`src/rtl/csvbp_pkg.sv`:
```
// Shared types, character and event codes for the CSV byte stream parser.
`timescale 1ns / 1ps
package csvbp_pkg;

  localparam logic [7:0] CH_COMMA = 8'h2C;
  localparam logic [7:0] CH_QUOTE = 8'h22;
  localparam logic [7:0] CH_CR    = 8'h0D;
  localparam logic [7:0] CH_LF    = 8'h0A;

  localparam logic [2:0] KIND_BYTE  = 3'd0;
  localparam logic [2:0] KIND_FIELD = 3'd1;
  localparam logic [2:0] KIND_ROW   = 3'd2;
  localparam logic [2:0] KIND_DONE  = 3'd3;
  localparam logic [2:0] KIND_ERR   = 3'd4;

  localparam logic [2:0] ERR_NONE        = 3'd0;
  localparam logic [2:0] ERR_NO_LF       = 3'd1;
  localparam logic [2:0] ERR_QUOTE_UNQ   = 3'd2;
  localparam logic [2:0] ERR_AFTER_QUOTE = 3'd3;
  localparam logic [2:0] ERR_UNTERM      = 3'd4;
  localparam logic [2:0] ERR_NO_MORE     = 3'd5;

  typedef enum logic [2:0] {
    MODE_FIELD  = 3'd0,
    MODE_ROW    = 3'd1,
    MODE_PLAIN  = 3'd2,
    MODE_QUOTED = 3'd3,
    MODE_QSEEN  = 3'd4,
    MODE_CRSEEN = 3'd5,
    MODE_DONE   = 3'd6
  } mode_t;

  typedef struct packed {
    logic [7:0] data_byte;
    logic       end_of_stream;
  } char_item_t;

  typedef struct packed {
    logic [2:0] kind;
    logic [7:0] out_byte;
    logic [2:0] error_code;
  } tok_item_t;

endpackage

```
`src/rtl/csvbp_step.sv`:
```
// Next-mode and event decode for one input character.
`timescale 1ns / 1ps
module csvbp_step (
  input  csvbp_pkg::mode_t      mode,
  input  csvbp_pkg::char_item_t item,
  output csvbp_pkg::mode_t      mode_next,
  output logic                  res_valid,
  output csvbp_pkg::tok_item_t  res
);

  logic [7:0] c;
  logic       eos;

  assign c   = item.data_byte;
  assign eos = item.end_of_stream;

  task automatic put(input logic [2:0] k, input logic [7:0] b, input logic [2:0] e);
    res_valid      = 1'b1;
    res.kind       = k;
    res.out_byte   = b;
    res.error_code = e;
  endtask

  always_comb begin
    mode_next = mode;
    res_valid = 1'b0;
    res       = '0;
    unique case (mode)
      csvbp_pkg::MODE_FIELD, csvbp_pkg::MODE_ROW, csvbp_pkg::MODE_PLAIN: begin
        if (eos) begin
          mode_next = csvbp_pkg::MODE_DONE;
          if (mode == csvbp_pkg::MODE_ROW) begin
            put(csvbp_pkg::KIND_DONE, 8'd0, csvbp_pkg::ERR_NONE);
          end else begin
            put(csvbp_pkg::KIND_ROW, 8'd0, csvbp_pkg::ERR_NONE);
          end
        end else if (c == csvbp_pkg::CH_COMMA) begin
          mode_next = csvbp_pkg::MODE_FIELD;
          put(csvbp_pkg::KIND_FIELD, 8'd0, csvbp_pkg::ERR_NONE);
        end else if (c == csvbp_pkg::CH_QUOTE) begin
          if (mode == csvbp_pkg::MODE_PLAIN) begin
            mode_next = csvbp_pkg::MODE_FIELD;
            put(csvbp_pkg::KIND_ERR, 8'd0, csvbp_pkg::ERR_QUOTE_UNQ);
          end else begin
            mode_next = csvbp_pkg::MODE_QUOTED;
          end
        end else if (c == csvbp_pkg::CH_CR) begin
          mode_next = csvbp_pkg::MODE_CRSEEN;
        end else if (c == csvbp_pkg::CH_LF) begin
          mode_next = csvbp_pkg::MODE_ROW;
          put(csvbp_pkg::KIND_ROW, 8'd0, csvbp_pkg::ERR_NONE);
        end else begin
          mode_next = csvbp_pkg::MODE_PLAIN;
          put(csvbp_pkg::KIND_BYTE, c, csvbp_pkg::ERR_NONE);
        end
      end
      csvbp_pkg::MODE_QUOTED: begin
        if (eos) begin
          mode_next = csvbp_pkg::MODE_DONE;
          put(csvbp_pkg::KIND_ERR, 8'd0, csvbp_pkg::ERR_UNTERM);
        end else if (c == csvbp_pkg::CH_QUOTE) begin
          mode_next = csvbp_pkg::MODE_QSEEN;
        end else begin
          put(csvbp_pkg::KIND_BYTE, c, csvbp_pkg::ERR_NONE);
        end
      end
      csvbp_pkg::MODE_QSEEN: begin
        if (eos) begin
          mode_next = csvbp_pkg::MODE_DONE;
          put(csvbp_pkg::KIND_ROW, 8'd0, csvbp_pkg::ERR_NONE);
        end else if (c == csvbp_pkg::CH_QUOTE) begin
          mode_next = csvbp_pkg::MODE_QUOTED;
          put(csvbp_pkg::KIND_BYTE, csvbp_pkg::CH_QUOTE, csvbp_pkg::ERR_NONE);
        end else if (c == csvbp_pkg::CH_COMMA) begin
          mode_next = csvbp_pkg::MODE_FIELD;
          put(csvbp_pkg::KIND_FIELD, 8'd0, csvbp_pkg::ERR_NONE);
        end else if (c == csvbp_pkg::CH_CR) begin
          mode_next = csvbp_pkg::MODE_CRSEEN;
        end else if (c == csvbp_pkg::CH_LF) begin
          mode_next = csvbp_pkg::MODE_ROW;
          put(csvbp_pkg::KIND_ROW, 8'd0, csvbp_pkg::ERR_NONE);
        end else begin
          mode_next = csvbp_pkg::MODE_FIELD;
          put(csvbp_pkg::KIND_ERR, 8'd0, csvbp_pkg::ERR_AFTER_QUOTE);
        end
      end
      csvbp_pkg::MODE_CRSEEN: begin
        if (eos) begin
          mode_next = csvbp_pkg::MODE_DONE;
          put(csvbp_pkg::KIND_ERR, 8'd0, csvbp_pkg::ERR_NO_LF);
        end else if (c == csvbp_pkg::CH_LF) begin
          mode_next = csvbp_pkg::MODE_ROW;
          put(csvbp_pkg::KIND_ROW, 8'd0, csvbp_pkg::ERR_NONE);
        end else begin
          mode_next = csvbp_pkg::MODE_FIELD;
          put(csvbp_pkg::KIND_ERR, 8'd0, csvbp_pkg::ERR_NO_LF);
        end
      end
      default: begin
        mode_next = csvbp_pkg::MODE_DONE;
        put(csvbp_pkg::KIND_ERR, 8'd0, csvbp_pkg::ERR_NO_MORE);
      end
    endcase
  end

endmodule

```
`src/rtl/csv_byte_stream_parser.sv`:
```
// Top level of the strict CSV byte stream parser.
//
// Input channel char_*: one item per character (data_byte) or an end mark
// (end_of_stream set). Output channel tok_*: zero or one token item per
// input item: content byte, field end, row end, stream done, or error.
// Both channels use valid/stall; an item moves when valid is high and
// stall is low.
// Throughput: one input item per cycle while char_stall is low. A token
// is registered into tok_item, or into the skid register behind an older
// token. The parse mode register and the combinational decode in
// csvbp_step settle each item; a two-entry output stage (output register
// plus a skid register) holds tokens while the receiver stalls.
// char_stall rises only when the skid register holds a token, so a stalled
// receiver stops the input once the skid register fills, without loss.
// Reset (rst, synchronous) returns the mode to field start and empties
// the output stage. After the end mark every item gives error 5.
`timescale 1ns / 1ps
module csv_byte_stream_parser (
  input  logic                  clk,
  input  logic                  rst,
  input  logic                  char_valid,
  output logic                  char_stall,
  input  csvbp_pkg::char_item_t char_item,
  output logic                  tok_valid,
  input  logic                  tok_stall,
  output csvbp_pkg::tok_item_t  tok_item
);

  csvbp_pkg::mode_t     mode;
  csvbp_pkg::mode_t     mode_next;
  logic                 res_valid;
  csvbp_pkg::tok_item_t res;
  logic                 skid_valid;
  csvbp_pkg::tok_item_t skid;
  logic                 accept;
  logic                 push;
  logic                 pop;

  csvbp_step u_step (
    .mode      (mode),
    .item      (char_item),
    .mode_next (mode_next),
    .res_valid (res_valid),
    .res       (res)
  );

  assign char_stall = skid_valid;
  assign accept     = char_valid && !char_stall;
  assign push       = accept && res_valid;
  assign pop        = tok_valid && !tok_stall;

  always_ff @(posedge clk) begin
    if (rst) begin
      mode <= csvbp_pkg::MODE_FIELD;
    end else if (accept) begin
      mode <= mode_next;
    end
  end

  // Advance the output register from the skid register or the new token, or park the new token in the skid register.
  always_ff @(posedge clk) begin
    if (rst) begin
      tok_valid  <= 1'b0;
      skid_valid <= 1'b0;
    end else if (pop || !tok_valid) begin
      if (skid_valid) begin
        tok_valid  <= 1'b1;
        skid_valid <= push;
      end else begin
        tok_valid  <= push;
      end
    end else if (push) begin
      skid_valid <= 1'b1;
    end
  end

  always_ff @(posedge clk) begin
    if (pop || !tok_valid) begin
      if (skid_valid) begin
        tok_item <= skid;
        skid     <= res;
      end else if (push) begin
        tok_item <= res;
      end
    end else if (push) begin
      skid <= res;
    end
  end

  a_skid_needs_out: assert property (@(posedge clk) disable iff (rst)
    skid_valid |-> tok_valid)
    else $error("skid register full while output register empty");

  a_done_sticks: assert property (@(posedge clk) disable iff (rst)
    mode == csvbp_pkg::MODE_DONE |=> mode == csvbp_pkg::MODE_DONE)
    else $error("parser left stream-ended mode");

  a_err_code: assert property (@(posedge clk) disable iff (rst)
    tok_valid |-> ((tok_item.kind == csvbp_pkg::KIND_ERR) ==
                   (tok_item.error_code != csvbp_pkg::ERR_NONE)))
    else $error("error code does not match token kind");

  a_stall_holds_token: assert property (@(posedge clk) disable iff (rst)
    tok_valid && tok_stall && skid_valid |=> $stable(skid) && skid_valid)
    else $error("skid token lost while receiver stalls");

endmodule
```
`config.mk`:
```
export PLATFORM = sky130hd
export DESIGN_NAME = csv_byte_stream_parser
export DESIGN_NICKNAME = d
export VERILOG_FILES = /design/src/rtl/csvbp_pkg.sv /design/src/rtl/csvbp_step.sv /design/src/rtl/csv_byte_stream_parser.sv
export SDC_FILE = /design/constraint.sdc
export NUM_CORES = 1
export LEC_CHECK = 0
export ABC_AREA = 1
export BUFFER_PORTS_ARGS = -buffer_cell sky130_fd_sc_hd__buf_2
export CAP_MARGIN = 20
export CORE_MARGIN = 5
export CORE_UTILIZATION = 55
export CTS_CLUSTER_SIZE = 20
export DETAILED_ROUTE_END_ITERATION = 8
export PLACE_DENSITY_LB_ADDON = 0.08
export SLEW_MARGIN = 5
export SYNTH_ARGS = -nofsm -noshare
export SYNTH_HDL_FRONTEND = slang
export SYNTH_SLANG_ARGS = --single-unit
```
`constraint.sdc`:
```
create_clock -name clk -period 2.8 [get_ports clk]
set_clock_uncertainty 0.05 [all_clocks]
set_input_delay 0 -clock clk [delete_from_list [all_inputs] [get_ports clk]]
set_output_delay 0 -clock clk [all_outputs]
set_load 0.1 [all_outputs]
```
After elaboration in Yosys (flattened, before gate mapping)
Index checks and enable logic that the tools add are counted.

word-level totals
  register bits = 33

cells by class
  equal/unequal tests = 11
  muxes and demuxes = 51
  reduce and logical (&&, ||, !) cells = 14

operators with widths
  kind                                                                     number
  14-bit two-way mux                                                       17
  14-bit case mux with 4 select lines                                      1
  3-bit two-way mux                                                        11
  8-bit by 4-bit equality test with 1-bit output, second input constant    2
  8-bit by 6-bit equality test with 1-bit output, second input constant    2
  1-bit two-way mux                                                        15
  13-bit two-way mux                                                       1
  12-bit two-way mux                                                       1
  3-bit case mux with 4 select lines                                       1
  11-bit two-way mux                                                       1
  3-bit by 2-bit equality test with 1-bit output, second input constant    2
  3-bit equality test, second input constant                               2
  2-bit AND reduction                                                      3
  2-bit two-way mux                                                        2
  2-bit nonzero test                                                       2
  3-bit by 1-bit equality test with 1-bit output, second input constant    1
  1-bit logical AND                                                        3
  1-bit zero test                                                          3
  3-bit zero test                                                          1
  3-bit by 2-bit inequality test with 1-bit output, second input constant  1
  1-bit case mux with 3 select lines                                       1
  3-bit OR reduction                                                       1
  2-bit inequality test, second input constant                             1
  1-bit logical OR                                                         1

Logic depth before layout (Yosys ltp)
Gate-level depths: netlist (run 1).

  word-level depth = 9
  gate-level depth with buffers = 11

By module
Synthesis (run 1) repeated with hierarchy kept, for this count alone.

unflattened totals
  cell total of the unflattened synthesis = 232
  area, all modules = 1870.5 µm²

modules (own cells, without submodules)
  module                  times used  cells an instance  area each (µm²)  sequential area each (µm²)
  csv_byte_stream_parser  1           104                1271.2           940.9
  csvbp_step              1           128                599.3            0.0

Least setup slack after synthesis (run 1)
No wires, ideal clock.

  path type = register -> register
  start = register skid_valid, in the netlist char_stall
  end = register tok_item[0] (netlist bit), enable pin
  library setup time = 0.390 ns
  data arrival time = 2.485 ns
  data required time = 2.360 ns
  setup slack = -0.125 ns
  cell stages (with the launch flop) = 4
  buffers on the path = 1
  path through = dfxtp_1 > clkinv_1 > buf_2 > a21oi_1

on the way
  longest elaborated chain between the ends = 5

ends and longest elaborated chain
  element                                 RTL line                      text
  start, declared                         csv_byte_stream_parser.sv:33  logic skid_valid;
  start signal, assigned                  csv_byte_stream_parser.sv:68  skid_valid <= push;
  1-bit zero test                         csv_byte_stream_parser.sv:48  assign accept = char_valid && !char_stall;
  1-bit logical AND                       csv_byte_stream_parser.sv:48
  1-bit logical AND                       csv_byte_stream_parser.sv:49  assign push = accept && res_valid;
  2-bit nonzero test (no source line) *   --
  2-bit AND reduction (no source line) *  --
  end signal, assigned                    csv_byte_stream_parser.sv:80  tok_item <= skid;
  end signal, assigned                    csv_byte_stream_parser.sv:83  tok_item <= res;
  end, declared                           csv_byte_stream_parser.sv:26  output csvbp_pkg::tok_item_t tok_item

Mark *: on every way between the ends. The rest lies on a longest branch, timed or not.
A chain may end at the register's enable or synchronous reset.

Worst setup path in the final report (run 1)
  start = register mode[2]
  end = register skid[3] (netlist bit), enable pin

on the way
  longest elaborated chain between the ends = 9
  elaborated cells on any way between the ends = 14
  those cells by class = eq/ne (4); mux (5); reduce/logical (5)

ends and longest elaborated chain
  element                                         RTL line                            text
  start, declared                                 csv_byte_stream_parser.sv:29        csvbp_pkg::mode_t mode;
  start signal, assigned                          csv_byte_stream_parser.sv:54        mode <= csvbp_pkg::MODE_FIELD;
  start signal, assigned                          csv_byte_stream_parser.sv:56        mode <= mode_next;
  3-bit by 2-bit equality test with 1-bit output  csvbp_step.sv:28, csvbp_step.sv:41
  1-bit two-way mux                               csvbp_step.sv:41                    if (mode == csvbp_pkg::MODE_PLAIN) begin
  1-bit two-way mux                               csvbp_step.sv:40                    end else if (c == csvbp_pkg::CH_QUOTE) begin
  1-bit two-way mux                               csvbp_step.sv:37                    end else if (c == csvbp_pkg::CH_COMMA) begin
  1-bit two-way mux                               csvbp_step.sv:30                    if (eos) begin
  1-bit case mux with 3 select lines *            csvbp_step.sv:28                    unique case (mode)
  1-bit logical AND *                             csv_byte_stream_parser.sv:49
  2-bit nonzero test (no source line) *           --
  2-bit AND reduction (no source line) *          --
  end signal, assigned                            csv_byte_stream_parser.sv:81        skid <= res;
  end signal, assigned                            csv_byte_stream_parser.sv:86        skid <= res;
  end, declared                                   csv_byte_stream_parser.sv:34        csvbp_pkg::tok_item_t skid;

Marked as above.

==> results of run 1 <==
## power groups by stage
stage / clock (mW) / sequential, mW / combinational, mW
finish: 0.244 / 0.588 / 0.285
detailed placement: 0 / 0.599 / 0.282
CTS: 0.252 / 0.588 / 0.285
global placement: 0 / 0.598 / 0.281
global route: 0.283 / 0.591 / 0.303
floorplan: 0 / 0.747 / 0.0799
## layout by cell type (no fill, tap or decap)
master	count
nand2_1	69
buf_2	28
edfxtp_1	28
nor2_1	27
inv_1	19
a21oi_1	9
nand2_2	7
nand3_1	7
o21ai_0	7
nor2_2	6
inv_2	6
clkbuf_4	5
a31oi_1	4
dfxtp_1	4
nor3_1	3
dlygate4sd3_1	3
buf_4	3
clkinv_1	2
nand3_2	2
o21ai_2	2
clkinv_2	2
o22ai_1	1
nor3_2	1
nor2_4	1
o211ai_1	1
o31ai_1	1
nand3b_1	1
o21ai_1	1
nand4_1	1
a22oi_1	1
dfxtp_2	1
clkbuf_1	1
## area by class of cell
| type | instances | share of cell area (%) |
|---|---|---|
| Clock buffer | 6 | 2.02 |
| Clock inverter | 2 | 0.489 |
| Inverter | 27 | 4.95 |
| Multi-Input combinational cell | 152 | 34.4 |
| Sequential cell | 33 | 46.1 |
| Tap cell | 44 | 2.69 |
| Timing Repair Buffer | 34 | 9.42 |
## path summary, 6_finish.rpt
path | cells past startpoint | slack (ps) | endpoint
max | 9 | 930 | skid[3]
min | 3 | 20 | skid[10]
max reg2reg | 9 | 930 | skid[3]
min reg2reg | 2 | 470 | tok_item[11]
## sequential cells by signal, indices dropped and copies added, names as in the netlist
name and flops:
tok_valid 1, char_stall 1, mode 3, tok_item 14, skid 14
## kinds of logic (layout without fill, tap and decap cells)
kind of cell           after synthesis  in the layout  share of synthesized area (%)
AOI/OAI and AO/OA                   27             27                           8.89
buffers and inverters               30             69                           6.54
DFF                                 33             33                           53.5
and+or+nand+nor                    125            125                           31.1
## routing by layer
| layer | vias up | global-route usage (%) |
|---|---|---|
| met5 | - | 0 |
| met4 | 0 | 7.11 |
| met3 | 12 | 4.55 |
| met2 | 41 | 29.2 |
| li1 | 780 | - |
| met1 | 689 | 25.0 |
## through the flow
stage | instances | hold WS [ps] | util, %
after floorplan | 215 | 19.1 | -
after global placement | 287 | 151 | 64.3
after detailed placement | 287 | 151 | 64.3
after CTS | 297 | 8.02 | 66.7
after global routing | 298 | 5.78 | 67.0
final | 298 | 20.9 | 67.0
## worst max-delay path: stages (launching register included)
cell	delay (ps)
dfxtp_1	400
nor2_1	180
nand2_1	70
nand3b_1	190
nand2_1	90
nand2_1	50
nand3_1	110
nand2_2	80
a21oi_1	130
buf_4	230
## repair_timing
item / in CTS / in global routing
endpoints found under the hold margin: 5 / 1
hold buffers: 2 / 1
gates resized for setup: 0 / 0
==> flow_summary.yaml, run 1 <==
run_status:
  status: "finished, final reports clean"
die:
  die_w_um: 66.6
  rows: 20
  start_util_pct: 57.6
  core_area_um2: 3050
  io_pins: 29
  floorplan.die_area_um2: 4430
  die_h_um: 66.6
timing:
  rsz0062_at_grt: "no"
  drv_slew: 0
  min_period_ps: 1870
  final_hold_viol_count: 0
  fin_tns_setup_ps: 0
  finalWorstSetupSlack_ps: 926
  tightest_slew_ps: 498
  setup_viol: 0
  slew_headroom_pct: 67.0
  post-route-period-util_pct: 66.9
  max_freq_mhz: 534
route:
  wl_met1_um: 1720
  wl_per_cell_um: 12.6
  drc: 0
  met3_length_um: 197
  top_layer_used: "met4"
  vias: 1522
  antenna_left: 0
  drtIter0Drc: 61
  met2_length_um: 1730
  drt-total-wl_um: 3740
  drtPass1Iterations: 4
  avgViaCountPerCell: 5.11
pwr:
  p_clk_share_pct: 21.8
  switching_power_mw: 0.395
  pwr-share-seq_pct: 52.6
  power.leakage_nw: 0.982
  p_int_mw: 0.722
  vdd_drop_max_mv: 0.223
  p_per_area_nw_per_um2: 546
  power.total_mw: 1.12
  switching_share_pct: 35.3
  combPwrFrac_pct: 25.5
finish:
  n_fill_cell: 293
  final_cell_area_um2: 2050
  antenna_cells: 0
  final_nets: 266
  regArea_um2: 942
  multi_input_area_um2: 703
  drive_gt1_share_pct: 25.2
  area_delta_synth_final_pct: 16.3
grt:
  track_usage_pct: 18.7
  antenna_found_initial: 0
  grt_overflow: 0
  grt_pass1_vias: 1380
  grt_start_max_net_pins: 20
  grt_pass1_wl_um: 6220
yosys:
  synth.ff_latch_count: 33
  synth_common_cells: "nand2_1, edfxtp_1, nor2_1, inv_1, a21oi_1"
  synth_edf_count: 28
  syn_inst: 215
  synthesis.area_um2: 1760
  synth_nets: 228
  yosysTopAreaCell: "edfxtp_1"
  synth_flop_cell: "edfxtp_1"
  synth_area_leaders: "edfxtp_1, nand2_1, nor2_1, dfxtp_1, inv_1"
  avgSynthCellArea_um2: 8.18
  ys_warn_count: 0
  async_flop_share_pct: 0
  yosysMostFrequentCell: "nand2_1"
  netlist.area_leader.share_pct: 47.8
  yosysSeqAreaShare_pct: 53.5
  synth_cell_types: 27
critical_path:
  path_class: "reg -> reg"
  critPathArrivalTime_ps: 1850
  crit_path_start_kind: "flip-flop"
  path_max_fanout: 14
  critPathCaptureType: "flip-flop"
  crit_path_start: "mode[2]"
  r2r_start: "mode[2]"
  cp_data_required_time_ps: 2770
clock_network:
  cts.sinks: 33
  cts_max_level: 2
  clk_pin_slew_ps: 100
  cts_buffers: 5
  clk_latency_ps: 320
  cts-root-buf: "clkbuf_4"
  cts_buffer_depth: 2
  cts_tree: "yes"
  cts_setup_buffers: 0
placement:
  place_ws_ps: 931
  dp_hpwl_um: 2940
  place_congestion: 0.867
  dpl_cell_area_um2: 1960
  portBuffers: 28
worst_hold_path:
  hp-class: "in -> reg"
  min-delay-start: "char_item[8]"
run:
  cap_violations: 0
No activity file was read; power rests on OpenSTA's default activity.
==> inputs of run 2 (changes only) <==
--- a/config.mk
+++ b/config.mk
@@ -9,7 +9,7 @@
 export BUFFER_PORTS_ARGS = -buffer_cell sky130_fd_sc_hd__buf_2
 export CAP_MARGIN = 20
 export CORE_MARGIN = 5
-export CORE_UTILIZATION = 55
+export CORE_UTILIZATION = 50
 export CTS_CLUSTER_SIZE = 20
 export DETAILED_ROUTE_END_ITERATION = 8
 export PLACE_DENSITY_LB_ADDON = 0.08
==> constraint.sdc (replaced) <==
create_clock -name clk -period 1.68 [get_ports clk]
set_clock_uncertainty 0.05 [all_clocks]
set_input_delay 0 -clock clk [delete_from_list [all_inputs] [get_ports clk]]
set_output_delay 0 -clock clk [all_outputs]
set_load 0.1 [all_outputs]
==> run 2 against run 1 <==
  * Utilization down 0.34 points
  * Sequential power up 66%
  * Critical path depth unchanged
  * Setup slack worse by 920 ps
  * Wire length is 0.61% higher
  * Non-clock buffer count increased by 12
  * Final cell count rose by 4.7%
  * Register-to-register slack got worse by 920 ps
  * Power grew 85%
  * Die area rose by 8.5%
  * Global-route usage decreased by 2.0 points
  * Hold slack got worse by 8.9 ps
  * Critical endpoint is now tok_item[3]
  * Largest cell class unchanged
==> flow_summary.yaml, run 2 (same netlist as run 1, synthesis figures left out) <==
run_status:
  status: "finished, final reports clean"
route:
  drtPass1Iterations: 4
  avgViaCountPerCell: 4.89
  antenna_left: 0
  drt-total-wl_um: 3760
  vias: 1527
  drc: 0
  drtIter0Drc: 134
  wl_per_cell_um: 12.1
placement:
  dpl_cell_area_um2: 2100
  dp_hpwl_um: 2890
  portBuffers: 28
  placed_cells: 297
  place_congestion: 0.920
timing:
  drv_slew: 0
  post-route-period-util_pct: 99.8
  min_period_ps: 1680
  rsz0062_at_grt: "yes"
  max_freq_mhz: 597
  slew_headroom_pct: 67.5
  tightest_slew_ps: 491
  setup_viol: 0
  final_hold_viol_count: 0
die:
  start_util_pct: 52.3
  io_pins: 29
  core_area_um2: 3360
  die_w_um: 69.3
  floorplan.die_area_um2: 4800
  rows: 21
  die_h_um: 69.3
finish:
  n_fill_cell: 289
  area_delta_synth_final_pct: 27.5
  fin_cells: 312
  most-common-layout-cells: "nand2_1, buf_2, edfxtp_1"
  final_cell_area_um2: 2240
  reg.largest.list: "skid x14, tok_item x14, mode x3"
  drive_gt1_share_pct: 32.7
  final_common_cell: "nand2_1"
  antenna_cells: 0
  final_nets: 278
clock_network:
  clk_pin_slew_ps: 100
  clk_latency_ps: 330
  cts_tree: "yes"
  cts.sinks: 33
  cts_buffer_depth: 2
  cts_buffers: 5
  cts_max_level: 2
  cts-root-buf: "clkbuf_4"
critical_path:
  crit_path_end: "tok_item[3]"
  critPathCaptureType: "flip-flop"
  path_class: "reg -> reg"
  crit_path_start_kind: "flip-flop"
  critPathArrivalTime_ps: 1670
  r2r_slack_ps: 4
  cp_data_required_time_ps: 1670
  r2r_start: "mode[0]"
  crit_path_start: "mode[0]"
  r2r_cells: 9
  regToRegEndpoint: "tok_item[3]"
  path_max_fanout: 7
grt:
  grt_pass1_vias: 1429
  grt_pass1_wl_um: 6470
  antenna_found_initial: 0
  grt_overflow: 0
  grt_start_max_net_pins: 17
  track_usage_pct: 16.7
run:
  cap_violations: 0
pwr:
  power.leakage_nw: 1.06
  p_per_area_nw_per_um2: 922
  vdd_drop_max_mv: 0.416
worst_hold_path:
  hp-class: "in -> reg"
  hold_path_depth: 3
==> run 2: cell types whose count changed in the layout (fill, tap and decap cells not counted), moves of 2 or more <==
cell           change
nor2_4             +2
a21oi_4            +2
a21oi_1            -3
buf_4             +11
buf_6              +2
dfxtp_1            -4
dlygate4sd3_1      -2
dfxtp_4            +4
==> run 2: area by class of cell <==
class                      instances  area [µm²]  share of cell area [%]
multi-input combinational        152         752                    33.5
clock buffer                       6        41.3                    1.84
inverter                          27         103                    4.58
sequential                        33         957                    42.7
timing repair buffer              46         298                    13.3
clock inverter                     2        33.8                    1.51
tap                               46        57.6                    2.57
==> run 2: how the worst min path moves through the flow <==
stage                       to  slack (ps)         start
finish                 skid[3]          10  char_item[1]
global route          skid[10]          10  char_item[8]
CTS                 char_stall         0.1     tok_stall
detailed placement   tok_valid         140           rst
global placement     tok_valid         140           rst
floorplan            tok_valid           9           rst
==> run 2: layer usage <==
| metal | wire, µm | share of wire (%) | track usage, % | vias up |
|---|---|---|---|---|
| met5 | 0 | 0 | 0 | - |
| met4 | 77 | 2.0 | 7.59 | 0 |
| met3 | 216 | 5.7 | 4.06 | 10 |
| met2 | 1700 | 45 | 26.1 | 42 |
| met1 | 1780 | 47 | 21.7 | 668 |
| li1 | - | - | - | 807 |
==> run 2: timing repair <==
item,CTS,global route
cloned,1,0
pin swaps,3,4
endpoints found under the hold margin,5,0
resized for setup,6,1
hold buffers,1,0
setup buffers,5,2
setup endpoints to repair,28,29
==> run 2: report_power, final <==
| part | internal [mW] | total, mW | switching, mW |
|---|---|---|---|
| Combinational | 0.119 | 0.523 | 0.404 |
| Clock | 0.310 | 0.568 | 0.259 |
| Sequential | 0.954 | 0.975 | 0.0202 |
| Total | 1.38 | 2.07 | 0.683 |
==> run 2: stage by stage <==
step	hold slack [ps]	worst slack, ps	power [mW]	setup TNS [ps]	utilization [%]
after floorplan	9.36	-36.2	1.39	-1010	-
after global routing	12.3	-109	2.16	-2460	66.7
final	12.0	3.66	2.07	0	66.7
after detailed placement	143	-35.3	1.51	-946	62.5
after global placement	143	-7.74	1.51	-141	62.5
after CTS	0.117	-8.98	2.10	-49.0	67.5
==> run 2: critical path: stages (launching register included) <==
cell	delay, ps
dfxtp_4	390
nor2_4	110
nand2_1	50
nand3b_1	170
nand2_1	70
nand2_1	60
nand3_2	80
nand2_4	80
a21oi_4	180
buf_6	150
